$ cat config.mk
export PLATFORM = sky130hd
export DESIGN_NAME = rgbluv_color_matrix
export DESIGN_NICKNAME = d
export VERILOG_FILES = /design/src/sv/rgbluv_pkg.sv /design/src/sv/rgbluv_color_matrix.sv
export SDC_FILE = /design/constraint.sdc
export NUM_CORES = 2
export LEC_CHECK = 0
export BUFFER_PORTS_ARGS = -buffer_cell sky130_fd_sc_hd__buf_2
export CAP_MARGIN = 20
export CORE_MARGIN = 4
export CORE_UTILIZATION = 45
export CTS_CLUSTER_DIAMETER = 80
export DETAILED_ROUTE_END_ITERATION = 8
export GPL_ROUTABILITY_DRIVEN = 0
export SLEW_MARGIN = 10
export SYNTH_ARGS = -nofsm -noshare
export SYNTH_HDL_FRONTEND = slang
export SYNTH_SLANG_ARGS = --single-unit
$ cat constraint.sdc
create_clock -name clock -period 9.8 [get_ports clock]
set_clock_uncertainty 0.05 [all_clocks]
set_input_delay 1.47 -clock clock [delete_from_list [all_inputs] [get_ports clock]]
set_output_delay 1.47 -clock clock [all_outputs]
set_load 0.005 [all_outputs]
$ cat src/sv/rgbluv_pkg.sv
// Shared constants, types and the lightness ROM builder for the RGB to Luv converter.
// Used by every module of the converter; depends on nothing.
package rgbluv_pkg;

   // Configuration of the table and the output format
   localparam int LIGHT_TABLE_ENTRIES = 1025;
   localparam int OUT_FRAC_BITS = 8;

   // Pixel and XYZ widths
   localparam int CH_W = 8;
   localparam int X_W = 24;
   localparam int Y_W = 24;
   localparam int Z_W = 25;
   localparam int D_W = 29;
   localparam int OUT_W = 16;
   localparam logic [OUT_W-1:0] OUT_MAX = '1;

   // Matrix coefficients in Q16 (rows X, Y, Z; columns red, green, blue)
   localparam int MX_R = 28218;
   localparam int MX_G = 22384;
   localparam int MX_B = 11687;
   localparam int MY_R = 14550;
   localparam int MY_G = 46311;
   localparam int MY_B = 4675;
   localparam int MZ_R = 1323;
   localparam int MZ_G = 8490;
   localparam int MZ_B = 61550;

   // Table index: floor(Y * span / (255 * 2^16)) by reciprocal and one correction
   localparam int LIGHT_SPAN = LIGHT_TABLE_ENTRIES - 1;
   localparam int IDX_W = $clog2(LIGHT_TABLE_ENTRIES);
   localparam int Y_DEN = 255 * 65536;
   localparam int IDX_AW = Y_W + IDX_W;
   localparam longint unsigned IDX_K = (64'd1 << IDX_AW) / Y_DEN;
   localparam longint unsigned IDX_SK = IDX_K * LIGHT_SPAN;
   localparam int IDX_PROD_W = Y_W + IDX_AW;

   // Lightness values (Q16, 0..100)
   localparam int L_W = 23;
   localparam int L13_W = 27;

   // Divider: quotients floor(X * 2^18 / D) and floor(9Y * 2^18 / D)
   localparam int Q_W = 18;
   localparam int V_W = Q_W - 2;
   localparam int DIV_STEPS_PER_STAGE = 3;
   localparam int DIV_STAGES = Q_W / DIV_STEPS_PER_STAGE;
   localparam int LIGHT_DELAY = DIV_STAGES - 2;

   // Output scaling
   localparam int WHITE_U = 12965;
   localparam int WHITE_V = 30693;
   localparam int DIFF_W = Q_W + 1;
   localparam int P_W = L13_W + 1 + DIFF_W;
   localparam int N_W = 55;
   localparam longint NU_C = 64'd255 * 64'd134 * (64'd1 << 32);
   localparam longint NV_C = 64'd255 * 64'd140 * (64'd1 << 32);
   localparam int U_SHIFT = 32 - OUT_FRAC_BITS;
   localparam int V_SHIFT = 40 - OUT_FRAC_BITS;
   localparam int AU_W = N_W - 1 - U_SHIFT;
   localparam int AV_W = N_W - 1 - V_SHIFT;
   localparam int U_DEN = 354;
   localparam int U_SAT = U_DEN * 65536;
   localparam int U_AW = $clog2(U_SAT);
   localparam longint unsigned U_K = (64'd1 << U_AW) / U_DEN;
   localparam int LA_W = 31;
   localparam int L_SHIFT = 16 - OUT_FRAC_BITS;
   localparam int L_DEN = 100;
   localparam int L_SAT = L_DEN * 65536;
   localparam int L_AW = $clog2(L_SAT);
   localparam longint unsigned L_K = (64'd1 << L_AW) / L_DEN;

   // Pipeline depth: matrix (2), divider, output scaling (4)
   localparam int PIPE_DEPTH = 2 + DIV_STAGES + 4;

   typedef struct packed {
      logic [D_W-1:0] rem;
      logic [Q_W-1:0] quo;
   } div_lane_type;

   typedef logic [L_W-1:0] light_rom_type [LIGHT_TABLE_ENTRIES];

   // Quotient for the table contents, evaluated once at elaboration
   function automatic longint unsigned rom_quot(longint unsigned a, longint unsigned b);
      longint unsigned q;
      longint unsigned r;
      q = 0;
      r = 0;
      for (int k = 63; k >= 0; k--) begin
         r = {r[62:0], a[k]};
         if (r >= b) begin
            r = r - b;
            q[k] = 1'b1;
         end
      end
      return q;
   endfunction

   // Lightness ROM: 116*cbrt(y)-16 above the knee, linear at or below it
   function automatic light_rom_type build_light_rom();
      light_rom_type rom;
      longint unsigned span;
      longint unsigned idx;
      longint unsigned n;
      longint unsigned lo;
      longint unsigned hi;
      longint unsigned mid;
      span = longint'(LIGHT_SPAN);
      for (int i = 0; i < LIGHT_TABLE_ENTRIES; i++) begin
         idx = longint'(i);
         if (idx * 24389 > 216 * span) begin
            n = rom_quot(idx << 48, span);
            lo = 0;
            hi = 64'd1 << 21;
            for (int k = 0; k < 21; k++) begin
               if (hi - lo > 1) begin
                  mid = (lo + hi) >> 1;
                  if (mid * mid * mid <= n) begin
                     lo = mid;
                  end else begin
                     hi = mid;
                  end
               end
            end
            rom[i] = L_W'(116 * lo - 16 * 65536);
         end else begin
            rom[i] = L_W'(rom_quot(idx * 24389 * 65536, 27 * span));
         end
      end
      return rom;
   endfunction

endpackage

$ cat src/sv/rgbluv_color_matrix.sv
// Color matrix stages: BGR bytes to X, Y, Z, then the Luv denominator and the
// first estimate of the lightness table index. Depends on rgbluv_pkg.
module rgbluv_color_matrix (
   input  logic                           clock,
   input  logic                           en,
   input  logic [rgbluv_pkg::CH_W-1:0]    blue,
   input  logic [rgbluv_pkg::CH_W-1:0]    green,
   input  logic [rgbluv_pkg::CH_W-1:0]    red,
   output logic [rgbluv_pkg::D_W-1:0]     den,
   output logic [rgbluv_pkg::D_W-1:0]     num_u,
   output logic [rgbluv_pkg::D_W-1:0]     num_v,
   output logic [rgbluv_pkg::Y_W-1:0]     luma,
   output logic [rgbluv_pkg::IDX_W-1:0]   idx_est
);
   import rgbluv_pkg::*;

   logic [X_W-1:0] x_ff, x_in;
   logic [Y_W-1:0] y_ff, y_in;
   logic [Z_W-1:0] z_ff, z_in;
   logic [D_W-1:0] den_ff, den_in;
   logic [D_W-1:0] num_u_ff, num_u_in;
   logic [D_W-1:0] num_v_ff, num_v_in;
   logic [Y_W-1:0] luma_ff, luma_in;
   logic [IDX_W-1:0] idx_ff, idx_in;
   logic [IDX_PROD_W-1:0] idx_prod;

   always_comb begin
      x_in = X_W'(32'(red) * 32'(MX_R) + 32'(green) * 32'(MX_G) + 32'(blue) * 32'(MX_B));
      y_in = Y_W'(32'(red) * 32'(MY_R) + 32'(green) * 32'(MY_G) + 32'(blue) * 32'(MY_B));
      z_in = Z_W'(32'(red) * 32'(MZ_R) + 32'(green) * 32'(MZ_G) + 32'(blue) * 32'(MZ_B));

      den_in = D_W'(x_ff) + D_W'(y_ff) * D_W'(15) + D_W'(z_ff) * D_W'(3);
      num_u_in = D_W'(x_ff);
      num_v_in = D_W'(y_ff) * D_W'(9);
      luma_in = y_ff;
      // estimate is exact or one low
      idx_prod = IDX_PROD_W'(y_ff) * IDX_PROD_W'(IDX_SK);
      idx_in = idx_prod[IDX_AW +: IDX_W];
   end

   always_ff @(posedge clock) begin
      if (en) begin
         x_ff <= x_in;
         y_ff <= y_in;
         z_ff <= z_in;
         den_ff <= den_in;
         num_u_ff <= num_u_in;
         num_v_ff <= num_v_in;
         luma_ff <= luma_in;
         idx_ff <= idx_in;
      end
   end

   assign den = den_ff;
   assign num_u = num_u_ff;
   assign num_v = num_v_ff;
   assign luma = luma_ff;
   assign idx_est = idx_ff;

endmodule

* Word-level counts from Yosys, hierarchy flattened *
Index checks and enable logic that the tools add are counted.

operators by class
  $add $sub $neg = 8
  multipliers = 13

operators with widths
  kind                     count
  $mul A8 B13 Y21 const B  3
  $mul A24 B4 Y28 const B  2
  $mul A8 B14 Y22 const B  2
  $mul A8 B11 Y19 const B  2
  $mul A24 B9 Y33 const B  1
  $add A24 B28 Y29         1
  $add A29 B27 Y29         1
  $mul A25 B2 Y27 const B  1
  $add A23 B24 Y25         1
  $add A22 B24 Y24         1
  $add A23 B23 Y24         1
  $add A24 B21 Y24         1
  $add A24 B22 Y24         1
  $mul A8 B16 Y24 const B  1
  $add A19 B22 Y23         1
  $mul A8 B15 Y23 const B  1

word-level totals
  register bits after elaboration = 189
  input port bits = 26
  output and inout bits = 122
  logic and storage cells = 29

* Logic depth before layout (Yosys ltp) *
  word-level depth = 3
  mapped depth = 34

* Worst setup path after synthesis *
No wires, ideal clock.

  path kind = input -> register
  start = input port red[2] (netlist bit)
  end = register x_ff[22] (data pin)
  setup time = 0.258 ns
  arrival time = 8.380 ns
  required time = 9.492 ns
  slack = 1.113 ns
  stages = 32
  buffers on the path = 0
  cells stage by stage = fa_1 ha_1 inv_1 fa_1 fa_1 inv_1 ha_1 nor2b_1 o21ai_0 a21boi_0 o211ai_1 and2_1 inv_1 a21oi_1 xnor2_1 ha_1 inv_1 fa_1 fa_1 inv_1 fa_1 inv_1 fa_1 inv_1 ha_1 and4_1 nand2_1 nand2_1 a211oi_1 o31ai_1 a21oi_1 xnor2_1

on the way
  word-level cells in the longest chain between the ends = 3

ends and longest elaborated chain
  item                  RTL line                   source
  from (decl)           rgbluv_color_matrix.sv:8   input logic [rgbluv_pkg::CH_W-1:0] red,
  $mul A8 B14 Y22       rgbluv_color_matrix.sv:28  x_in = X_W'(32'(red) * 32'(MX_R) + 32'(green) * 32'(MX_G) + 32'(blue) * 32'(MX_B));
  $add A23 B23 Y24      rgbluv_color_matrix.sv:28
  $add A24 B22 Y24      rgbluv_color_matrix.sv:28
  net x_in[22]          rgbluv_color_matrix.sv:17  logic [X_W-1:0] x_ff, x_in;
  to (signal assigned)  rgbluv_color_matrix.sv:43  x_ff <= x_in;
  to (decl)             rgbluv_color_matrix.sv:17

The timed path passes the listed nets, and every way through them passes these cells.
A chain may end at the register's enable or synchronous reset.

* Worst setup path in the final report *
  start = input port red[2] (netlist bit)
  end = register x_ff[23] (data pin)

Same word-level chain as after synthesis.

==> run metrics <==
Clock Latency Late Sink=0.45 ns; H-tree depth=4; initial core utilization=0.458; Syn Inst Count=between 2000 and 3000; capturing element type of the critical path=flip-flop; Clock transition at path regs=0.09 ns; status=complete, no violations; synthesized area=30400 sq um; final-report setup violation count=0; Final min period=roughly 9 ns; IO Pins=between 100 and 150; HP Class=reg2reg; pin count of the biggest net entering global routing=114; worst setup margin=0.535 ns; met2 Resource Use GR=0.397; chip width=268 um; die area=71700 sq um; R2R Setup Slk=4.03 ns; TritonCTS buffer count=17; synth unique cells=66; M3 GR Usage=0.0148; gr usage total=0.221; root buf cell=clkbuf_16; Post-synth EDFFs=186; Fin Setup TNS=0 ns; Area contributors post-synth=fa_1, ha_1, edfxtp_1; Worst Tran Pin Value=0.927 ns; area grow syn2layout=8.46%; Via density=5.30; clock tree buffer depth=2; drt drc=0; First-pass DRT Iterations=5; busiest layer in global routing=met2; asr flop ratio synth=0; std cell rows=94; Critical-path top delay cell=fa_1; Critical Path Max Stage Delay=0.65 ns; # clock sinks=between 150 and 200; fin nets=4092; Placement Setup Slack=0.159 ns; Max FO, Critical Path=9; share of cells above drive strength 1=0.0725; syn_area_per_cell=10.6 sq um; DRT Wirelength=77100 um; Slew Limit Fails=0; filler cell count in the final layout=6135; Yosys top cell by area=fa_1; Yosys warning count=0; port bufs=141; Initial DRC Count=1274; Routed Antenna Nets=0; post-cts sizing count=0; WL/cell=19.6 um; post-layout util=0.497; CP Launch Type=input port; CTS tree=yes; Top FF cell, synth=edfxtp_1; Worst Path Arrival=between 9 and 10 ns; critical path type=in2reg; die height=around 270 um; Synth Register Bits=186; antenna violations before repair=4; core area=~66000 sq um; RSZ-0062 raised after global routing=false; Hold Vio Cnt, Final=0; first-pass GRT wire length=~120000 um; via count=20800; postcts setup bufs=0; Hold Buf Count CTS=0; routing usage on met1=0.285; DP HPWL=66900 um; vias in the first global route=22300; grt ovf=0; Synth top area share=0.286; max-cap violation count=0; Worst slew margin=0.382; critical path required time=10.02 ns; Fmax=108 MHz; Final Cycle Share=0.945; sequential area share after synthesis=0.184
-- layout by cell type, fill, tap and decap left out, types with 54 or more instances in the layout --
| cell | n |
|---|---|
| xnor2_1 | 107 |
| edfxtp_1 | 186 |
| buf_2 | 140 |
| o21ai_0 | 88 |
| a21oi_1 | 112 |
| ha_1 | 582 |
| xor2_1 | 54 |
| inv_1 | 666 |
| nand2_1 | 71 |
| fa_1 | 434 |
| nor2_1 | 117 |
-- metal layers --
layer / up-vias / wire [um] / share of wire
met4: 4 / 2610 / 0.034
met1: 10300 / 33200 / 0.43
met2: 473 / 38600 / 0.50
met3: 115 / 2670 / 0.035
li1: 9871 / - / -
met5: - / 20 / 0.00026
-- cells in the mapped netlist, types with 6 or more instances --
master / n
a211o_1: 9
a211oi_1: 23
a21boi_0: 12
a21o_1: 48
a21oi_1: 112
a31o_2: 6
a31oi_1: 12
and2_1: 12
and3_1: 19
buf_4: 9
edfxtp_1: 186
fa_1: 434
ha_1: 582
inv_1: 666
nand2_1: 71
nand2b_1: 20
nand3_1: 31
nand4_1: 14
nor2_1: 117
nor2b_1: 26
nor3_1: 48
nor4_1: 7
o21a_1: 27
o21ai_0: 88
o21bai_1: 17
o31ai_1: 8
or2_2: 12
or3_1: 12
xnor2_1: 107
xor2_1: 54
-- critical path, delay by kind of cell --
kind	cells	cell delay (ns)
xor+xnor	1	0.22
fa+ha+maj	11	4.69
simple gates	6	0.84
buf+inv	8	0.65
compound gates	8	1.60
-- worst paths after layout --
path | start | endpoint | depth (start not counted)
worst max register to register | luma_in[6]$_DFFE_PP_ | den[27]$_DFFE_PP_ | 13
worst max-delay path | red[2] | x_ff[23]$_DFFE_PP_ | 34
worst min register to register | x_ff[2]$_DFFE_PP_ | num_u[2]$_DFFE_PP_ | 0
worst min-delay path | x_ff[2]$_DFFE_PP_ | num_u[2]$_DFFE_PP_ | 0
-- state kept, by name, indices dropped and copies added (netlist names) --
register	cells
den	29
idx_est	11
luma	24
luma_in	24
num_u	24
num_v	25
x_ff	24
z_ff	25
-- kinds of logic after synthesis --
kind of cell,after synthesis,synth area share
AO/OA/AOI/OAI,420,0.0907
XOR/XNOR,162,0.0470
adder cells (fa/ha/maj),1016,0.526
buffers and inverters,677,0.0848
flip-flops,186,0.184
multiplexers,6,0.00202
other,1,0.000123
AND/OR/NAND/NOR,405,0.0657
-- metrics by stage --
stage	cells	instance area, sq um	hold WS [ns]
after floorplan	2878	30400	0.376
after global placement	3895	32300	0.392
after detailed placement	3895	32300	0.390
after CTS	3927	32900	0.410
after global routing	3927	32900	0.430
final	3928	32900	0.408
-- area by class of cell --
cell class	count	area, sq um	share of cell area
antenna	1	2.50	0.0000760
clock buffer	17	425	0.0129
clock inverter	15	223	0.00676
inverter	666	2500	0.0759
multi-input combinational	2015	22200	0.675
sequential	186	5590	0.170
tap	864	1080	0.0328
timing repair buffer	164	887	0.0269
Power is left out: the tool's default activity adds up to more than one toggle a clock period on the data nets, which glitch-free logic cannot reach.
