--- src/sv/rgbluv_pkg.sv ---
// Shared constants, types and the lightness ROM builder for the RGB to Luv converter.
// Used by every module of the converter; depends on nothing.
package rgbluv_pkg;

   // Configuration of the table and the output format
   localparam int LIGHT_TABLE_ENTRIES = 1025;
   localparam int OUT_FRAC_BITS = 8;

   // Pixel and XYZ widths
   localparam int CH_W = 8;
   localparam int X_W = 24;
   localparam int Y_W = 24;
   localparam int Z_W = 25;
   localparam int D_W = 29;
   localparam int OUT_W = 16;
   localparam logic [OUT_W-1:0] OUT_MAX = '1;

   // Matrix coefficients in Q16 (rows X, Y, Z; columns red, green, blue)
   localparam int MX_R = 28218;
   localparam int MX_G = 22384;
   localparam int MX_B = 11687;
   localparam int MY_R = 14550;
   localparam int MY_G = 46311;
   localparam int MY_B = 4675;
   localparam int MZ_R = 1323;
   localparam int MZ_G = 8490;
   localparam int MZ_B = 61550;

   // Table index: floor(Y * span / (255 * 2^16)) by reciprocal and one correction
   localparam int LIGHT_SPAN = LIGHT_TABLE_ENTRIES - 1;
   localparam int IDX_W = $clog2(LIGHT_TABLE_ENTRIES);
   localparam int Y_DEN = 255 * 65536;
   localparam int IDX_AW = Y_W + IDX_W;
   localparam longint unsigned IDX_K = (64'd1 << IDX_AW) / Y_DEN;
   localparam longint unsigned IDX_SK = IDX_K * LIGHT_SPAN;
   localparam int IDX_PROD_W = Y_W + IDX_AW;

   // Lightness values (Q16, 0..100)
   localparam int L_W = 23;
   localparam int L13_W = 27;

   // Divider: quotients floor(X * 2^18 / D) and floor(9Y * 2^18 / D)
   localparam int Q_W = 18;
   localparam int V_W = Q_W - 2;
   localparam int DIV_STEPS_PER_STAGE = 3;
   localparam int DIV_STAGES = Q_W / DIV_STEPS_PER_STAGE;
   localparam int LIGHT_DELAY = DIV_STAGES - 2;

   // Output scaling
   localparam int WHITE_U = 12965;
   localparam int WHITE_V = 30693;
   localparam int DIFF_W = Q_W + 1;
   localparam int P_W = L13_W + 1 + DIFF_W;
   localparam int N_W = 55;
   localparam longint NU_C = 64'd255 * 64'd134 * (64'd1 << 32);
   localparam longint NV_C = 64'd255 * 64'd140 * (64'd1 << 32);
   localparam int U_SHIFT = 32 - OUT_FRAC_BITS;
   localparam int V_SHIFT = 40 - OUT_FRAC_BITS;
   localparam int AU_W = N_W - 1 - U_SHIFT;
   localparam int AV_W = N_W - 1 - V_SHIFT;
   localparam int U_DEN = 354;
   localparam int U_SAT = U_DEN * 65536;
   localparam int U_AW = $clog2(U_SAT);
   localparam longint unsigned U_K = (64'd1 << U_AW) / U_DEN;
   localparam int LA_W = 31;
   localparam int L_SHIFT = 16 - OUT_FRAC_BITS;
   localparam int L_DEN = 100;
   localparam int L_SAT = L_DEN * 65536;
   localparam int L_AW = $clog2(L_SAT);
   localparam longint unsigned L_K = (64'd1 << L_AW) / L_DEN;

   // Pipeline depth: matrix (2), divider, output scaling (4)
   localparam int PIPE_DEPTH = 2 + DIV_STAGES + 4;

   typedef struct packed {
      logic [D_W-1:0] rem;
      logic [Q_W-1:0] quo;
   } div_lane_type;

   typedef logic [L_W-1:0] light_rom_type [LIGHT_TABLE_ENTRIES];

   // Quotient for the table contents, evaluated once at elaboration
   function automatic longint unsigned rom_quot(longint unsigned a, longint unsigned b);
      longint unsigned q;
      longint unsigned r;
      q = 0;
      r = 0;
      for (int k = 63; k >= 0; k--) begin
         r = {r[62:0], a[k]};
         if (r >= b) begin
            r = r - b;
            q[k] = 1'b1;
         end
      end
      return q;
   endfunction

   // Lightness ROM: 116*cbrt(y)-16 above the knee, linear at or below it
   function automatic light_rom_type build_light_rom();
      light_rom_type rom;
      longint unsigned span;
      longint unsigned idx;
      longint unsigned n;
      longint unsigned lo;
      longint unsigned hi;
      longint unsigned mid;
      span = longint'(LIGHT_SPAN);
      for (int i = 0; i < LIGHT_TABLE_ENTRIES; i++) begin
         idx = longint'(i);
         if (idx * 24389 > 216 * span) begin
            n = rom_quot(idx << 48, span);
            lo = 0;
            hi = 64'd1 << 21;
            for (int k = 0; k < 21; k++) begin
               if (hi - lo > 1) begin
                  mid = (lo + hi) >> 1;
                  if (mid * mid * mid <= n) begin
                     lo = mid;
                  end else begin
                     hi = mid;
                  end
               end
            end
            rom[i] = L_W'(116 * lo - 16 * 65536);
         end else begin
            rom[i] = L_W'(rom_quot(idx * 24389 * 65536, 27 * span));
         end
      end
      return rom;
   endfunction

endpackage

--- src/sv/rgbluv_recip_div.sv ---
// Pipelined restoring divider for u' and v', a few quotient bits per stage,
// both lanes sharing one denominator. Depends on rgbluv_pkg.
module rgbluv_recip_div (
   input  logic                         clock,
   input  logic                         en,
   input  logic [rgbluv_pkg::D_W-1:0]   den,
   input  logic [rgbluv_pkg::D_W-1:0]   num_u,
   input  logic [rgbluv_pkg::D_W-1:0]   num_v,
   output logic [rgbluv_pkg::Q_W-1:0]   u_prime,
   output logic [rgbluv_pkg::V_W-1:0]   v_prime
);
   import rgbluv_pkg::*;

   div_lane_type lane_u_ff [DIV_STAGES];
   div_lane_type lane_v_ff [DIV_STAGES];
   logic [D_W-1:0] den_ff [DIV_STAGES];
   logic zero_den;

   function automatic div_lane_type div_stage(div_lane_type st, logic [D_W-1:0] d);
      div_lane_type nx;
      logic [D_W:0] sh;
      nx = st;
      for (int i = 0; i < DIV_STEPS_PER_STAGE; i++) begin
         sh = {nx.rem, 1'b0};
         if (sh >= {1'b0, d}) begin
            nx.rem = D_W'(sh - {1'b0, d});
            nx.quo = {nx.quo[Q_W-2:0], 1'b1};
         end else begin
            nx.rem = sh[D_W-1:0];
            nx.quo = {nx.quo[Q_W-2:0], 1'b0};
         end
      end
      return nx;
   endfunction

   for (genvar s = 0; s < DIV_STAGES; s++) begin : g_stage
      div_lane_type src_u, src_v;
      logic [D_W-1:0] src_d;
      if (s == 0) begin : g_first
         always_comb begin
            src_u = '{rem: num_u, quo: '0};
            src_v = '{rem: num_v, quo: '0};
            src_d = den;
         end
      end else begin : g_next
         always_comb begin
            src_u = lane_u_ff[s-1];
            src_v = lane_v_ff[s-1];
            src_d = den_ff[s-1];
         end
      end
      always_ff @(posedge clock) begin
         if (en) begin
            lane_u_ff[s] <= div_stage(src_u, src_d);
            lane_v_ff[s] <= div_stage(src_v, src_d);
            den_ff[s] <= src_d;
         end
      end
   end

   // black pixel: force both ratios to zero
   assign zero_den = (den_ff[DIV_STAGES-1] == '0);
   assign u_prime = zero_den ? '0 : lane_u_ff[DIV_STAGES-1].quo;
   assign v_prime = zero_den ? '0 : lane_v_ff[DIV_STAGES-1].quo[Q_W-1:2];

endmodule

--- config.mk ---
export PLATFORM = sky130hd
export DESIGN_NAME = rgbluv_recip_div
export DESIGN_NICKNAME = d
export VERILOG_FILES = /design/src/sv/rgbluv_pkg.sv /design/src/sv/rgbluv_recip_div.sv
export SDC_FILE = /design/constraint.sdc
export NUM_CORES = 2
export LEC_CHECK = 0
export BUFFER_PORTS_ARGS = -buffer_cell sky130_fd_sc_hd__buf_2
export CAP_MARGIN = 20
export CORE_AREA = 3 3 338 373
export DETAILED_ROUTE_END_ITERATION = 8
export DIE_AREA = 0 0 341 376
export GPL_TIMING_DRIVEN = 1
export PLACE_DENSITY = 0.79
export SETUP_SLACK_MARGIN = 0.15
export SYNTH_ARGS = -nofsm -noshare
export SYNTH_HDL_FRONTEND = slang
export SYNTH_SLANG_ARGS = --single-unit
--- constraint.sdc ---
create_clock -name clock -period 31.8 [get_ports clock]
set_clock_uncertainty 0.05 [all_clocks]
set_input_delay 7.95 -clock clock [delete_from_list [all_inputs] [get_ports clock]]
set_output_delay 7.95 -clock clock [all_outputs]
set_load 0.03 [all_outputs]
# Word level (Yosys, flattened, before mapping)
# Memory sizes are Yosys's and may differ from the RTL's.
# Cells that the tools add are included.
dict set report totals {
  reg_bits 0
  output_inout_bits 34
  elab_cells 152
  ram_bits 738
  inputBits 89
  mem_count 3
}
# memory words word_bits rd rd_ports_with_merged_regs write_ports line
set mem_list {}
lappend mem_list {lane_u_ff 6 47 6 0 6 rgbluv_recip_div.sv:14} ;# div_lane_type lane_u_ff [DIV_STAGES];
lappend mem_list {lane_v_ff 6 47 6 0 6 rgbluv_recip_div.sv:15} ;# div_lane_type lane_v_ff [DIV_STAGES];
lappend mem_list {den_ff 6 29 6 0 6 rgbluv_recip_div.sv:16} ;# logic [D_W-1:0] den_ff [DIV_STAGES];
dict set report classes {
  n_lt_le_gt_ge 36
  n_mux 76
  addsub 36
  n_reduce_logical 1
}
# operator n
set ops {}
lappend ops {{$mux 47} 72}
lappend ops {{$ge 30x29->1} 36}
lappend ops {{$sub 29x29->29} 36}
lappend ops {{$logic_not 29->1} 1}
lappend ops {{$mux 18} 1}
lappend ops {{$mux 16} 1}
lappend ops {{$mux 1} 2}

# Depth between registers and ports, before layout
# An unclocked memory read counts as a cell.
dict set report logic_depth {
  depth_word 10
  mapped_depth 43
  depth_no_buf 37
}

# Least setup slack after synthesis
# Ideal clock, no wire load.
dict set report synth_timing {
  path_type {input -> register}
  from {input port den[16] (netlist name)}
  to {memory lane_v_ff[0][19] (netlist name), data pin}
  setup_ps 260
  cell_stages 34
  slack_ps 15007
  n_path_buf 3
  required_time_ps 31490
  arrival_ps 16483
  cell_sequence {inv_1 > ha_1 > nand4_1 > nor2_1 > nand4_1 > or4_1 > a31oi_1 > clkbuf_1 > mux2_2 > ha_1 > o21ai_0 > o221ai_1 > o2bb2ai_1 > o211ai_1 > and3_1 > o31ai_1 > nand3_1 > a41o_1 > nor3_2 > buf_2 > mux2_2 > ha_1 > a21o_1 > a21o_1 > a221oi_1 > a21boi_1 > o41ai_1 > o21ai_1 > a21o_1 > a221o_1 > a21oi_1 > o311ai_1 > buf_2 > mux2_2}
}
# element line
set synth_rtl {}
lappend synth_rtl {{from (decl)} rgbluv_recip_div.sv:6} ;# input logic [rgbluv_pkg::D_W-1:0] den,
lappend synth_rtl {{to (decl)} rgbluv_recip_div.sv:15}

==> impl_metrics.csv <==
group,metric,value,unit
timing,fin_crit_sh,55.87,%
timing,min_period,17.77,ns
floorplanning,start_util,59.71,%
hold_path,worstHoldPathType,"flip-flop to flip-flop",
global_route,met3_usage,4.941,%
placement,globalplace.congestion,1.027,
timing,slew_violations,0,
synthesis,synth_nets,9584,
worst_setup_path,startpoint_type,"input pin",
synthesis,ys_ff_latch,588,
timing,slew_headroom,23.24,%
drt,routed-via-count,67970,
worst_setup_path,cp_slowest_cell,"o31ai_2",
worst_setup_path,cp_slowest_stage_delay,0.63,ns
placement,port_buffers,122,
clock_network,cts_max_level,3,
clock_network,clk_pin_slew,0.05,ns
worst_setup_path,setup.worst_path.class,"input pin to flip-flop",
drt,wl_per_cell,23.61,um
drt,avgViaCountPerCell,6.606,
worst_setup_path,crit_required,32.20,ns
global_route,grt_max_degree,89,
worst_setup_path,crit_buf_inv,5,
drt,drtIter0Drc,6995,
floorplanning,die_h,376,um
timing,worst_pin_slew,1.149,ns
timing,report.final.setup_viol,0,
worst_setup_path,crit_top_cell,"a21o_1",
worst_setup_path,endpoint_kind,"flip-flop",
global_route,first_global_vias,64080,
global_route,antenna_found_initial,8,
cells_and_area,final_cell_mix,"ha_1 (962), a21oi_1 (854), nand2_1 (668)",
clock_network,cts-root-buf,"clkbuf_16",
clock_network,postCtsSetupBuffers,0,
floorplanning,die_w,341,um
timing,fin_tns_setup,0,ns
cells_and_area,nFillCells,10500,
clock_network,clock-sinks,588,
clock_network,postCtsResizedCells,0,
timing,rsz0062_at_grt,"false",
timing,fmax,56.28,MHz
drt,ant_nets,0,
floorplanning,core_area,122800,um^2
clock_network,numCtsBuffers,71,
synthesis,netlist_area,73330,um^2
synthesis,async_reset_ff_share,0,%
cells_and_area,fin_nets,9647,
synthesis,ys_seq_area_share,24.08,%
drt,routed_wl,242900,um
global_route,overflow,0,
floorplanning,ios,123,
global_route,grt_busiest_layer,"met2",
clock_network,clk_path_buf_depth,3,
cells_and_area,drive_gt1_share,9.260,%
timing,hold_violations,0,
drt,drt_pre_antenna_iters,8,
worst_setup_path,arrival,18.17,ns
synthesis,synth_edf_count,588,
global_route,gr-usage-all-layers,36.40,%
synthesis,synth.distinct_cells,109,
drt,drcViolationCount,0,
placement,dpl.hpwl,189800,um
synthesis,ys_warn_count,0,
flow_run,max_cap_violations,0,
synthesis,syn_inst,8522,
cells_and_area,layout_commonest_cell,"ha_1",
synthesis,ys.flop_type,"edfxtp_1",
worst_setup_path,crit_family,"compound AO/OA/AOI/OAI gates",
clock_network,tritoncts,"yes",
global_route,met2_usage,59.63,%
worst_setup_path,critPathMaxFanout,43,
run_status,outcome,"finished clean",
global_route,grt_pass1_wl,363200,um
global_route,grt_use_met1,44.37,%
cells_and_area,areaGrowthSynthToFinish,6.675,%
floorplanning,dieArea,128200,um^2
clock_network,clock_latency,0.71,ns
clock_network,hold_buffers,0,
floorplanning,rows,135,
synthesis,syn_avg_cell_area,8.605,um^2
## worst paths after layout
kind	startpoint	end	slack, ns	cells past startpoint
hold / removal	lane_u_ff[4][7]$_DFFE_PP_	lane_u_ff[5][10]$_DFFE_PP_	0.36	0
setup reg to reg	den_ff[3][14]$_DFFE_PP_	lane_u_ff[4][43]$_DFFE_PP_	19.71	37
setup / recovery	den[0]	lane_u_ff[0][31]$_DFFE_PP_	14.03	39
hold reg to reg	lane_u_ff[4][7]$_DFFE_PP_	lane_u_ff[5][10]$_DFFE_PP_	0.36	0
## cells in the mapped netlist (all sizes together) (55+ instances only)
library cell | instances | area (um^2)
ha | 962 | 12040
nand2 | 668 | 2507
nand2b | 126 | 788.3
a31oi | 79 | 500.5
nor2 | 638 | 2395
a21oi | 857 | 4293
mux2 | 448 | 5090
o211ai | 55 | 417.9
xor2 | 247 | 2163
a21o | 355 | 2665
o31ai | 64 | 509.2
inv | 410 | 1539
nor3 | 149 | 750.7
clkbuf | 121 | 454.2
edfxtp | 588 | 17660
and3 | 60 | 375.4
nor2b | 135 | 844.6
a211oi | 99 | 763.2
nand4 | 117 | 732.0
xnor2 | 519 | 4546
o21ai | 610 | 3057
nand3 | 170 | 850.8
buf | 72 | 399.1
o21a | 152 | 1141
o21bai | 106 | 795.8
## layout make-up
type	count	area, um^2	area share (%)
Antenna cell	6	15.01	0.01919
Clock inverter	51	641.9	0.8206
Tap cell	1644	2057	2.630
Timing Repair Buffer	183	1095	1.400
Multi-Input combinational cell	7326	53410	68.27
Clock buffer	76	1795	2.295
Inverter	415	1558	1.991
Sequential cell	588	17660	22.57
## state kept, by name, summed over array words and instances (netlist names)
name / flops
den_ff: 174
lane_u_ff: 208
lane_v_ff: 206
## stage by stage
stage / cells / setup slack, ns / area, um^2 / hold WS [ns] / util (%)
after CTS: 10280 / 14.18 / 78180 / 0.3616 / 63.67
final: 10290 / 14.03 / 78220 / 0.3591 / 63.70
after detailed placement: 10160 / 13.44 / 75740 / 0.3545 / 61.68
after floorplan: 8522 / 15.01 / 73330 / 0.3503 / -
after global placement: 10150 / 13.68 / 75740 / 0.3502 / 61.68
after global routing: 10280 / 13.35 / 78210 / 0.3671 / 63.69
## metal layers
| metal | vias up | part of all wire, % |
|---|---|---|
| met5 | - | 0.0045 |
| met4 | 2 | 8.0 |
| met3 | 882 | 7.9 |
| met2 | 3096 | 45 |
| met1 | 31880 | 39 |
| li1 | 32100 | - |
## kinds of logic after synthesis
group           share of synthesized area, %
fa+ha+maj                              16.71
compound gates                         24.22
simple gates                           15.30
buf+inv                                3.288
mux                                    7.255
flops                                  24.08
xor+xnor                               9.149
Power is not shown: default switching activity piles up to over one toggle a cycle in this logic, so the estimate is an artifact.
