$ cat config.mk
export PLATFORM = sky130hd
export DESIGN_NAME = rgbluv_out_scale
export DESIGN_NICKNAME = d
export VERILOG_FILES = /design/src/sv/rgbluv_pkg.sv /design/src/sv/rgbluv_out_scale.sv
export SDC_FILE = /design/constraint.sdc
export NUM_CORES = 2
export LEC_CHECK = 0
export ABC_AREA = 0
export BUFFER_PORTS_ARGS = -buffer_cell sky130_fd_sc_hd__buf_4
export CORE_ASPECT_RATIO = 1.5
export CORE_MARGIN = 8
export CORE_UTILIZATION = 35
export DETAILED_ROUTE_END_ITERATION = 12
export PLACE_DENSITY = 0.49
export SLEW_MARGIN = 20
export SYNTH_ARGS = -nofsm -noshare
export SYNTH_HDL_FRONTEND = slang
export SYNTH_SLANG_ARGS = --single-unit
$ cat constraint.sdc
create_clock -name clock -period 13.02 [get_ports clock]
set_input_delay 0.651 -clock clock [delete_from_list [all_inputs] [get_ports clock]]
set_output_delay 0.651 -clock clock [all_outputs]
set_load 0.005 [all_outputs]
$ cat src/sv/rgbluv_pkg.sv
// Shared constants, types and the lightness ROM builder for the RGB to Luv converter.
// Used by every module of the converter; depends on nothing.
package rgbluv_pkg;

   // Configuration of the table and the output format
   localparam int LIGHT_TABLE_ENTRIES = 1025;
   localparam int OUT_FRAC_BITS = 8;

   // Pixel and XYZ widths
   localparam int CH_W = 8;
   localparam int X_W = 24;
   localparam int Y_W = 24;
   localparam int Z_W = 25;
   localparam int D_W = 29;
   localparam int OUT_W = 16;
   localparam logic [OUT_W-1:0] OUT_MAX = '1;

   // Matrix coefficients in Q16 (rows X, Y, Z; columns red, green, blue)
   localparam int MX_R = 28218;
   localparam int MX_G = 22384;
   localparam int MX_B = 11687;
   localparam int MY_R = 14550;
   localparam int MY_G = 46311;
   localparam int MY_B = 4675;
   localparam int MZ_R = 1323;
   localparam int MZ_G = 8490;
   localparam int MZ_B = 61550;

   // Table index: floor(Y * span / (255 * 2^16)) by reciprocal and one correction
   localparam int LIGHT_SPAN = LIGHT_TABLE_ENTRIES - 1;
   localparam int IDX_W = $clog2(LIGHT_TABLE_ENTRIES);
   localparam int Y_DEN = 255 * 65536;
   localparam int IDX_AW = Y_W + IDX_W;
   localparam longint unsigned IDX_K = (64'd1 << IDX_AW) / Y_DEN;
   localparam longint unsigned IDX_SK = IDX_K * LIGHT_SPAN;
   localparam int IDX_PROD_W = Y_W + IDX_AW;

   // Lightness values (Q16, 0..100)
   localparam int L_W = 23;
   localparam int L13_W = 27;

   // Divider: quotients floor(X * 2^18 / D) and floor(9Y * 2^18 / D)
   localparam int Q_W = 18;
   localparam int V_W = Q_W - 2;
   localparam int DIV_STEPS_PER_STAGE = 3;
   localparam int DIV_STAGES = Q_W / DIV_STEPS_PER_STAGE;
   localparam int LIGHT_DELAY = DIV_STAGES - 2;

   // Output scaling
   localparam int WHITE_U = 12965;
   localparam int WHITE_V = 30693;
   localparam int DIFF_W = Q_W + 1;
   localparam int P_W = L13_W + 1 + DIFF_W;
   localparam int N_W = 55;
   localparam longint NU_C = 64'd255 * 64'd134 * (64'd1 << 32);
   localparam longint NV_C = 64'd255 * 64'd140 * (64'd1 << 32);
   localparam int U_SHIFT = 32 - OUT_FRAC_BITS;
   localparam int V_SHIFT = 40 - OUT_FRAC_BITS;
   localparam int AU_W = N_W - 1 - U_SHIFT;
   localparam int AV_W = N_W - 1 - V_SHIFT;
   localparam int U_DEN = 354;
   localparam int U_SAT = U_DEN * 65536;
   localparam int U_AW = $clog2(U_SAT);
   localparam longint unsigned U_K = (64'd1 << U_AW) / U_DEN;
   localparam int LA_W = 31;
   localparam int L_SHIFT = 16 - OUT_FRAC_BITS;
   localparam int L_DEN = 100;
   localparam int L_SAT = L_DEN * 65536;
   localparam int L_AW = $clog2(L_SAT);
   localparam longint unsigned L_K = (64'd1 << L_AW) / L_DEN;

   // Pipeline depth: matrix (2), divider, output scaling (4)
   localparam int PIPE_DEPTH = 2 + DIV_STAGES + 4;

   typedef struct packed {
      logic [D_W-1:0] rem;
      logic [Q_W-1:0] quo;
   } div_lane_type;

   typedef logic [L_W-1:0] light_rom_type [LIGHT_TABLE_ENTRIES];

   // Quotient for the table contents, evaluated once at elaboration
   function automatic longint unsigned rom_quot(longint unsigned a, longint unsigned b);
      longint unsigned q;
      longint unsigned r;
      q = 0;
      r = 0;
      for (int k = 63; k >= 0; k--) begin
         r = {r[62:0], a[k]};
         if (r >= b) begin
            r = r - b;
            q[k] = 1'b1;
         end
      end
      return q;
   endfunction

   // Lightness ROM: 116*cbrt(y)-16 above the knee, linear at or below it
   function automatic light_rom_type build_light_rom();
      light_rom_type rom;
      longint unsigned span;
      longint unsigned idx;
      longint unsigned n;
      longint unsigned lo;
      longint unsigned hi;
      longint unsigned mid;
      span = longint'(LIGHT_SPAN);
      for (int i = 0; i < LIGHT_TABLE_ENTRIES; i++) begin
         idx = longint'(i);
         if (idx * 24389 > 216 * span) begin
            n = rom_quot(idx << 48, span);
            lo = 0;
            hi = 64'd1 << 21;
            for (int k = 0; k < 21; k++) begin
               if (hi - lo > 1) begin
                  mid = (lo + hi) >> 1;
                  if (mid * mid * mid <= n) begin
                     lo = mid;
                  end else begin
                     hi = mid;
                  end
               end
            end
            rom[i] = L_W'(116 * lo - 16 * 65536);
         end else begin
            rom[i] = L_W'(rom_quot(idx * 24389 * 65536, 27 * span));
         end
      end
      return rom;
   endfunction

endpackage

$ cat src/sv/rgbluv_out_scale.sv
// Output scaling: chroma products, offset and 255 scaling, constant division
// by reciprocal with one correction, and saturation. Depends on rgbluv_pkg.
module rgbluv_out_scale (
   input  logic                           clock,
   input  logic                           en,
   input  logic [rgbluv_pkg::L_W-1:0]     light,
   input  logic [rgbluv_pkg::L13_W-1:0]   light13,
   input  logic [rgbluv_pkg::Q_W-1:0]     u_prime,
   input  logic [rgbluv_pkg::V_W-1:0]     v_prime,
   output logic [rgbluv_pkg::OUT_W-1:0]   lightness,
   output logic [rgbluv_pkg::OUT_W-1:0]   chroma_u,
   output logic [rgbluv_pkg::OUT_W-1:0]   chroma_v
);
   import rgbluv_pkg::*;

   // stage 1
   logic signed [P_W-1:0] pu_ff, pu_in, pv_ff, pv_in;
   logic [LA_W-1:0] la_ff, la_in;
   logic signed [DIFF_W-1:0] du, dv;
   // stage 2
   logic signed [N_W-1:0] nu, nv;
   logic [AU_W-1:0] au_ff, au_in;
   logic [AV_W-1:0] av_ff, av_in;
   logic neg_u_ff, neg_v_ff, neg_u2_ff, neg_v2_ff;
   logic [LA_W-1:0] al;
   logic [L_AW-1:0] al_ff, al_in;
   logic sat_l_ff, sat_l_in, sat_l2_ff;
   // stage 3
   logic [2*U_AW-1:0] u_prod;
   logic [2*L_AW-1:0] l_prod;
   logic [U_AW-1:0] au_lo_ff;
   logic [L_AW-1:0] al_lo_ff;
   logic [OUT_W-1:0] qu0_ff, qu0_in, ql0_ff, ql0_in, av_lo_ff;
   logic sat_u_ff, sat_u_in, sat_v_ff, sat_v_in;
   // stage 4
   logic [U_AW-1:0] ru;
   logic [L_AW-1:0] rl;
   logic [OUT_W-1:0] qu, ql;
   logic [OUT_W-1:0] lightness_ff, lightness_in;
   logic [OUT_W-1:0] chroma_u_ff, chroma_u_in, chroma_v_ff, chroma_v_in;

   always_comb begin
      du = $signed(DIFF_W'(u_prime) - DIFF_W'(WHITE_U));
      dv = $signed(DIFF_W'(v_prime) - DIFF_W'(WHITE_V));
      pu_in = $signed({1'b0, light13}) * du;
      pv_in = $signed({1'b0, light13}) * dv;
      la_in = LA_W'(light) * LA_W'(255);

      nu = (N_W'(pu_ff) <<< 8) - N_W'(pu_ff) + N_W'(NU_C);
      nv = (N_W'(pv_ff) <<< 8) - N_W'(pv_ff) + N_W'(NV_C);
      au_in = AU_W'(nu[N_W-2:0] >> U_SHIFT);
      av_in = AV_W'(nv[N_W-2:0] >> V_SHIFT);
      al = la_ff >> L_SHIFT;
      sat_l_in = (al >= LA_W'(L_SAT));
      al_in = al[L_AW-1:0];

      u_prod = (2*U_AW)'(au_ff[U_AW-1:0]) * (2*U_AW)'(U_K);
      l_prod = (2*L_AW)'(al_ff) * (2*L_AW)'(L_K);
      qu0_in = OUT_W'(u_prod >> U_AW);
      ql0_in = OUT_W'(l_prod >> L_AW);
      sat_u_in = (au_ff >= AU_W'(U_SAT));
      sat_v_in = |av_ff[AV_W-1:OUT_W];

      // estimate is exact or one low: fix with a single compare
      ru = au_lo_ff - U_AW'(qu0_ff) * U_AW'(U_DEN);
      rl = al_lo_ff - L_AW'(ql0_ff) * L_AW'(L_DEN);
      qu = qu0_ff + OUT_W'(ru >= U_AW'(U_DEN));
      ql = ql0_ff + OUT_W'(rl >= L_AW'(L_DEN));

      if (neg_u2_ff) begin
         chroma_u_in = '0;
      end else if (sat_u_ff) begin
         chroma_u_in = OUT_MAX;
      end else begin
         chroma_u_in = qu;
      end
      if (neg_v2_ff) begin
         chroma_v_in = '0;
      end else if (sat_v_ff) begin
         chroma_v_in = OUT_MAX;
      end else begin
         chroma_v_in = av_lo_ff;
      end
      lightness_in = sat_l2_ff ? OUT_MAX : ql;
   end

   always_ff @(posedge clock) begin
      if (en) begin
         pu_ff <= pu_in;
         pv_ff <= pv_in;
         la_ff <= la_in;

         au_ff <= au_in;
         av_ff <= av_in;
         neg_u_ff <= nu[N_W-1];
         neg_v_ff <= nv[N_W-1];
         al_ff <= al_in;
         sat_l_ff <= sat_l_in;

         qu0_ff <= qu0_in;
         ql0_ff <= ql0_in;
         au_lo_ff <= au_ff[U_AW-1:0];
         al_lo_ff <= al_ff;
         av_lo_ff <= av_ff[OUT_W-1:0];
         sat_u_ff <= sat_u_in;
         sat_v_ff <= sat_v_in;
         sat_l2_ff <= sat_l_ff;
         neg_u2_ff <= neg_u_ff;
         neg_v2_ff <= neg_v_ff;

         lightness_ff <= lightness_in;
         chroma_u_ff <= chroma_u_in;
         chroma_v_ff <= chroma_v_in;
      end
   end

   assign lightness = lightness_ff;
   assign chroma_u = chroma_u_ff;
   assign chroma_v = chroma_v_ff;

endmodule

==> Yosys cells after proc, flatten, opt, wreduce, memory -nomap -nowiden <==
Cells that the tools add are included.
{ "word_totals": {"register_bits": 350, "in_bits": 86, "output_inout_bits": 48} }
{ "classes": {"add_sub_neg": 10, "mul": 7, "order_cmp": 4, "mux": 2, "reduce_logical": 1} }
{ "ops": {"columns": ["operator", "count"], "rows": [
  ["55-bit by 49-bit adder with 55-bit output, second input constant", 2],
  ["55-bit by 47-bit subtractor with 55-bit output", 1],
  ["53-bit by 45-bit subtractor with 54-bit output", 1],
  ["28-bit by 19-bit multiplier with 47-bit output", 1],
  ["28-bit by 17-bit multiplier with 45-bit output", 1],
  ["25-bit by 16-bit multiplier with 40-bit output, second input constant", 1],
  ["23-bit by 16-bit multiplier with 38-bit output, second input constant", 1],
  ["16-bit by 1-bit adder with 16-bit output", 2],
  ["16-bit 2-to-1 mux", 2],
  ["23-bit by 8-bit multiplier with 31-bit output, second input constant", 1],
  ["30-bit by 25-bit >= comparator with 1-bit output, second input constant", 1],
  ["25-bit by 9-bit >= comparator with 1-bit output, second input constant", 1],
  ["25-bit subtractor", 1],
  ["16-bit by 8-bit multiplier with 24-bit output, second input constant", 1],
  ["23-bit >= comparator, second input constant", 1],
  ["23-bit by 7-bit >= comparator with 1-bit output, second input constant", 1],
  ["23-bit subtractor", 1],
  ["16-bit by 5-bit multiplier with 21-bit output, second input constant", 1],
  ["18-bit by 14-bit subtractor with 19-bit output, second input constant", 1],
  ["16-bit by 15-bit subtractor with 17-bit output, second input constant", 1],
  ["6-bit OR reduction", 1]
]} }

==> Logic depth before layout (Yosys ltp) <==
{ "logic_depth": {"ltp_word": 5, "mapped_depth": 37, "mapped_depth_nobuf": 37} }

==> Worst setup path after synthesis <==
OpenSTA, ideal clock, no wires.
{ "synth_path": {"kind": "input to register", "start": "in u_prime[0] in the netlist's numbering", "end": "reg pu_ff[45], data pin", "setup_ns": 0.258, "t_arrival_ns": 8.803, "required_time_ns": 12.762, "path_slack_ns": 3.959, "stages": 35, "cell_sequence": "clkbuf_1 > inv_1 > ha_1 > nor2b_1 > o31a_1 > o21a_1 > o21ai_0 > nand2_1 > and3_1 > nor3_1 > xor2_1 > clkbuf_1 > nand2_1 > fa_1 > fa_1 > inv_1 > fa_1 > fa_1 > fa_1 > fa_1 > inv_1 > fa_1 > inv_1 > ha_1 > o21a_1 > o21ai_0 > a21oi_1 > a31oi_1 > a21oi_1 > o31a_1 > o211ai_1 > o211a_1 > nand3_1 > a31oi_1 > xnor2_1"} }
{ "synth_between": {"elab_chain_cells": 2} }
{ "synth_lines": {"columns": ["element", "line", "source"], "rows": [
  ["from (decl)", "rgbluv_out_scale.sv:8", "input logic [rgbluv_pkg::Q_W-1:0] u_prime,"],
  ["18-bit by 14-bit subtractor with 19-bit output", "rgbluv_out_scale.sv:43", "du = $signed(DIFF_W'(u_prime) - DIFF_W'(WHITE_U));"],
  ["28-bit by 19-bit multiplier with 47-bit output", "rgbluv_out_scale.sv:45", "pu_in = $signed({1'b0, light13}) * du;"],
  ["named net pu_in[45]", "rgbluv_out_scale.sv:17", "logic signed [P_W-1:0] pu_ff, pu_in, pv_ff, pv_in;"],
  ["to (signal assigned)", "rgbluv_out_scale.sv:89", "pu_ff <= pu_in;"],
  ["to (decl)", "rgbluv_out_scale.sv:17", null]
]} }
The timed path passes the listed nets, and every way through them passes these cells.
A chain may end at the register's enable or synchronous reset.

==> Worst setup path in the final report <==
Same ends and word-level chain as after synthesis.

==> summary.txt <==
Status = complete, no violations
Number of synthesis warnings = 0
Global-route wire length before repair = 291 mm
Clock Pin Slew Worst Setup and Hold Paths = 70 ps
Cell with the largest stage delay on the worst path = sky130_fd_sc_hd__or3b_2
CP max stage delay = 770 ps
Setup TNS = 0 ps
Number of clock sinks = 339
Clock tree from TritonCTS = done
Post-detailed-route count of antenna-violating nets = 0
Critical Path Sink Type = register
Latest clock arrival within the worst-skew pair = 630 ps
DR vias/cell = 4.87
# hold bufs at CTS = 0
PostCTS Resize Cnt = 0
Cell type with the highest occurrence count on the critical path = sky130_fd_sc_hd__fa_1
Count of final max-slew check failures = 0
Top post-synthesis cells by area = sky130_fd_sc_hd__fa_1 34%, sky130_fd_sc_hd__ha_1 19%, sky130_fd_sc_hd__edfxtp_1 15%
Effective utilization at floorplan = 35.3%
Number of design-rule violations left by the first detailed-router iteration = 1,844
Top achievable clock speed = 101 MHz
Post-synthesis sequential element count = 339
Full die area = 0.214 mm2
Floorplan die height = 563 um
Area growth from synthesis to layout = 7.88%
H-tree Lvls = 2
Most frequent cell after synthesis = sky130_fd_sc_hd__inv_1
Slew HR = 27.0%
Total length of routed wires = 180 mm
I/O pin cnt = 134
Number of global-route vias before repair = 53,617
Maximum buffer depth of the clock tree = 3
Unique masters post-synth = 93
Share of synthesized area occupied by flip-flops and latches = 14.6%
Via count = 47,798
Final setup violating endpoints = 0
Largest net degree at the start of global routing = 151
Number of violations of the max-capacitance limit = 0
Gr ovfl total = 0
Ranking of synthesized cells by instance count = 1,613 x sky130_fd_sc_hd__inv_1, 1,191 x sky130_fd_sc_hd__fa_1, 1,039 x sky130_fd_sc_hd__ha_1, 678 x sky130_fd_sc_hd__nand2_1, 339 x sky130_fd_sc_hd__edfxtp_1
Number of remaining DRC errors = 0
Proportion of netlist area held by the largest area contributor = 34.2%
Wirelength per Cell = 18.4 um
Ratio of cells with drive above 1 in the final layout = 4.65%
Final setup skew = 61.2 ps
Area inside the core boundary = 0.198 mm2
Period utilisation layout = 76.2%
WP data arrival = 10,250 ps
Hold Crit Class = register to register
Post-layout nets = 9,464
Detail Placement HPWL = 147 mm
Synthesized area per cell = 9.79 um2
Row count = 200
Summed instance area of the synthesized netlist = 0.0698 mm2
Post-synth top flop = sky130_fd_sc_hd__edfxtp_1
Area leader, netlist = sky130_fd_sc_hd__fa_1
Actual transition at the worst max-transition pin = 1070 ps
Unrepaired setup endpoints after global routing = false
Post-route minimum period = 9920 ps
First-pass DRT Iterations = 8
Port bufs = 133
Final Hold Viols = 0
Cell chosen for the clock root = sky130_fd_sc_hd__clkbuf_16
Post-Synthesis Cells = 7,129
Post CTS Setup Buffer Count = 0
Total clock buffers created by CTS = 41
Async set-or-reset flop fraction in the synthesized netlist = 0%
Count of flip-flops with a built-in enable after synthesis = 339
Total routing resource utilization after global routing = 17.0%
Die width = 381 um
Critical path peak fanout = 29
Worst endpoint required time = 13,350 ps
Initial antenna violation count = 2
Critical Path Source Type = input pin
Final RePlAce weighted congestion = 0.836
Net count after synthesis = 9,445
Start-to-end type of the worst setup path = input pin to register
==> worst max-delay path: cells and delay by family <==
family | cells | cell delay (ps)
fa+ha+maj | 9 | 3880
compound gates | 12 | 3270
simple gates | 6 | 1820
buf+inv | 5 | 530
xor+xnor | 1 | 80
==> final cells by class <==
| class | instances | area, um2 |
|---|---|---|
| well taps | 2626 | 3290 |
| flip-flops and latches | 339 | 10200 |
| fillers | 19833 | 123000 |
| inverters | 1613 | 6050 |
| diodes | 4 | 10.0 |
| clock inverters | 28 | 335 |
| repair buffers | 172 | 1310 |
| clock buffers | 46 | 1040 |
| multi-input cells | 4981 | 53100 |
==> kinds of logic after synthesis <==
kind of cell / after synthesis / synth area share, %
fa+ha+maj: 2230 / 52.8
buf+inv: 1809 / 9.73
xor+xnor: 294 / 3.79
simple gates: 1718 / 12.0
compound gates: 734 / 7.00
mux: 5 / 0.0717
flops: 339 / 14.6
==> cells in the final DEF, fill, tap and decap left out, types with 7 or more instances in the layout <==
master	netlist	layout
sky130_fd_sc_hd__a2111oi_0	11	11
sky130_fd_sc_hd__nor2_1	230	228
sky130_fd_sc_hd__nand3_1	72	72
sky130_fd_sc_hd__fa_1	1191	1191
sky130_fd_sc_hd__xnor2_1	198	183
sky130_fd_sc_hd__or3_1	19	19
sky130_fd_sc_hd__nand3b_1	8	8
sky130_fd_sc_hd__o21ai_0	111	111
sky130_fd_sc_hd__a21o_1	99	99
sky130_fd_sc_hd__a41oi_1	8	8
sky130_fd_sc_hd__o31ai_1	9	9
sky130_fd_sc_hd__xnor2_2	1	14
sky130_fd_sc_hd__ha_1	1039	1039
sky130_fd_sc_hd__or2_2	23	23
sky130_fd_sc_hd__o21bai_1	29	29
sky130_fd_sc_hd__xor2_2	3	13
sky130_fd_sc_hd__inv_1	1613	1613
sky130_fd_sc_hd__a31oi_1	23	23
sky130_fd_sc_hd__nand2_1	678	677
sky130_fd_sc_hd__nand2b_1	82	82
sky130_fd_sc_hd__xor2_1	90	79
sky130_fd_sc_hd__clkbuf_16	0	41
sky130_fd_sc_hd__and2_1	264	264
sky130_fd_sc_hd__nor2b_1	146	146
sky130_fd_sc_hd__a211o_1	8	8
sky130_fd_sc_hd__and4_1	8	8
sky130_fd_sc_hd__a21oi_1	229	229
sky130_fd_sc_hd__and3_1	42	42
sky130_fd_sc_hd__nand4_1	40	40
sky130_fd_sc_hd__a21boi_0	12	12
sky130_fd_sc_hd__a211oi_1	23	23
sky130_fd_sc_hd__nor3_1	74	74
sky130_fd_sc_hd__o221ai_1	8	8
sky130_fd_sc_hd__nor4_1	12	12
sky130_fd_sc_hd__a31o_2	7	7
sky130_fd_sc_hd__o21a_1	48	48
sky130_fd_sc_hd__edfxtp_1	339	339
sky130_fd_sc_hd__o211ai_1	23	23
sky130_fd_sc_hd__buf_4	0	170
==> sequential cells by signal, summed over array words and instances (netlist names), 21 cells and up <==
register,flops
pu_ff,47
pv_ff,45
au_ff,30
au_lo_ff,24
al_ff,23
la_ff,23
av_ff,22
al_lo_ff,21
==> stage by stage <==
stage / area (um2) / utilization, % / hold WS (ps) / std cells / worst slack (ps)
floorplan: 69800 / - / 400 / 7129 / 3960
global placement: 73900 / 37.3 / 401 / 9731 / 2340
detailed placement: 73900 / 37.3 / 405 / 9731 / 2320
CTS: 75300 / 38.0 / 406 / 9805 / 2970
global route: 75300 / 38.0 / 418 / 9806 / 2440
finish: 75300 / 38.0 / 397 / 9809 / 3100
==> per-layer routing <==
| layer | vias to the layer above | GRT usage [%] | routed length [um] | share of wire [%] |
|---|---|---|---|---|
| met1 | 24289 | 19.2 | 70700 | 39 |
| met5 | - | 0 | 0 | 0 |
| li1 | 22488 | - | - | - |
| met4 | 0 | 5.16 | 5820 | 3.2 |
| met3 | 265 | 1.22 | 4610 | 2.6 |
| met2 | 756 | 33.6 | 98900 | 55 |
==> path summary, 6_finish.rpt <==
kind / start / end / slack, ps / cells after the start
min: la_ff[23]$_DFFE_PP_ / al_ff[15]$_DFFE_PP_ / 400 / 0
max: u_prime[0] / pu_ff[45]$_DFFE_PP_ / 3100 / 33
max reg2reg: qu0_ff[1]$_DFFE_PP_ / chroma_u[14]$_SDFFCE_PP0P_ / 4000 / 35
min reg2reg: la_ff[23]$_DFFE_PP_ / al_ff[15]$_DFFE_PP_ / 400 / 0
Power is not shown: default switching activity piles up to over one toggle a cycle in this logic, so the estimate is an artifact.
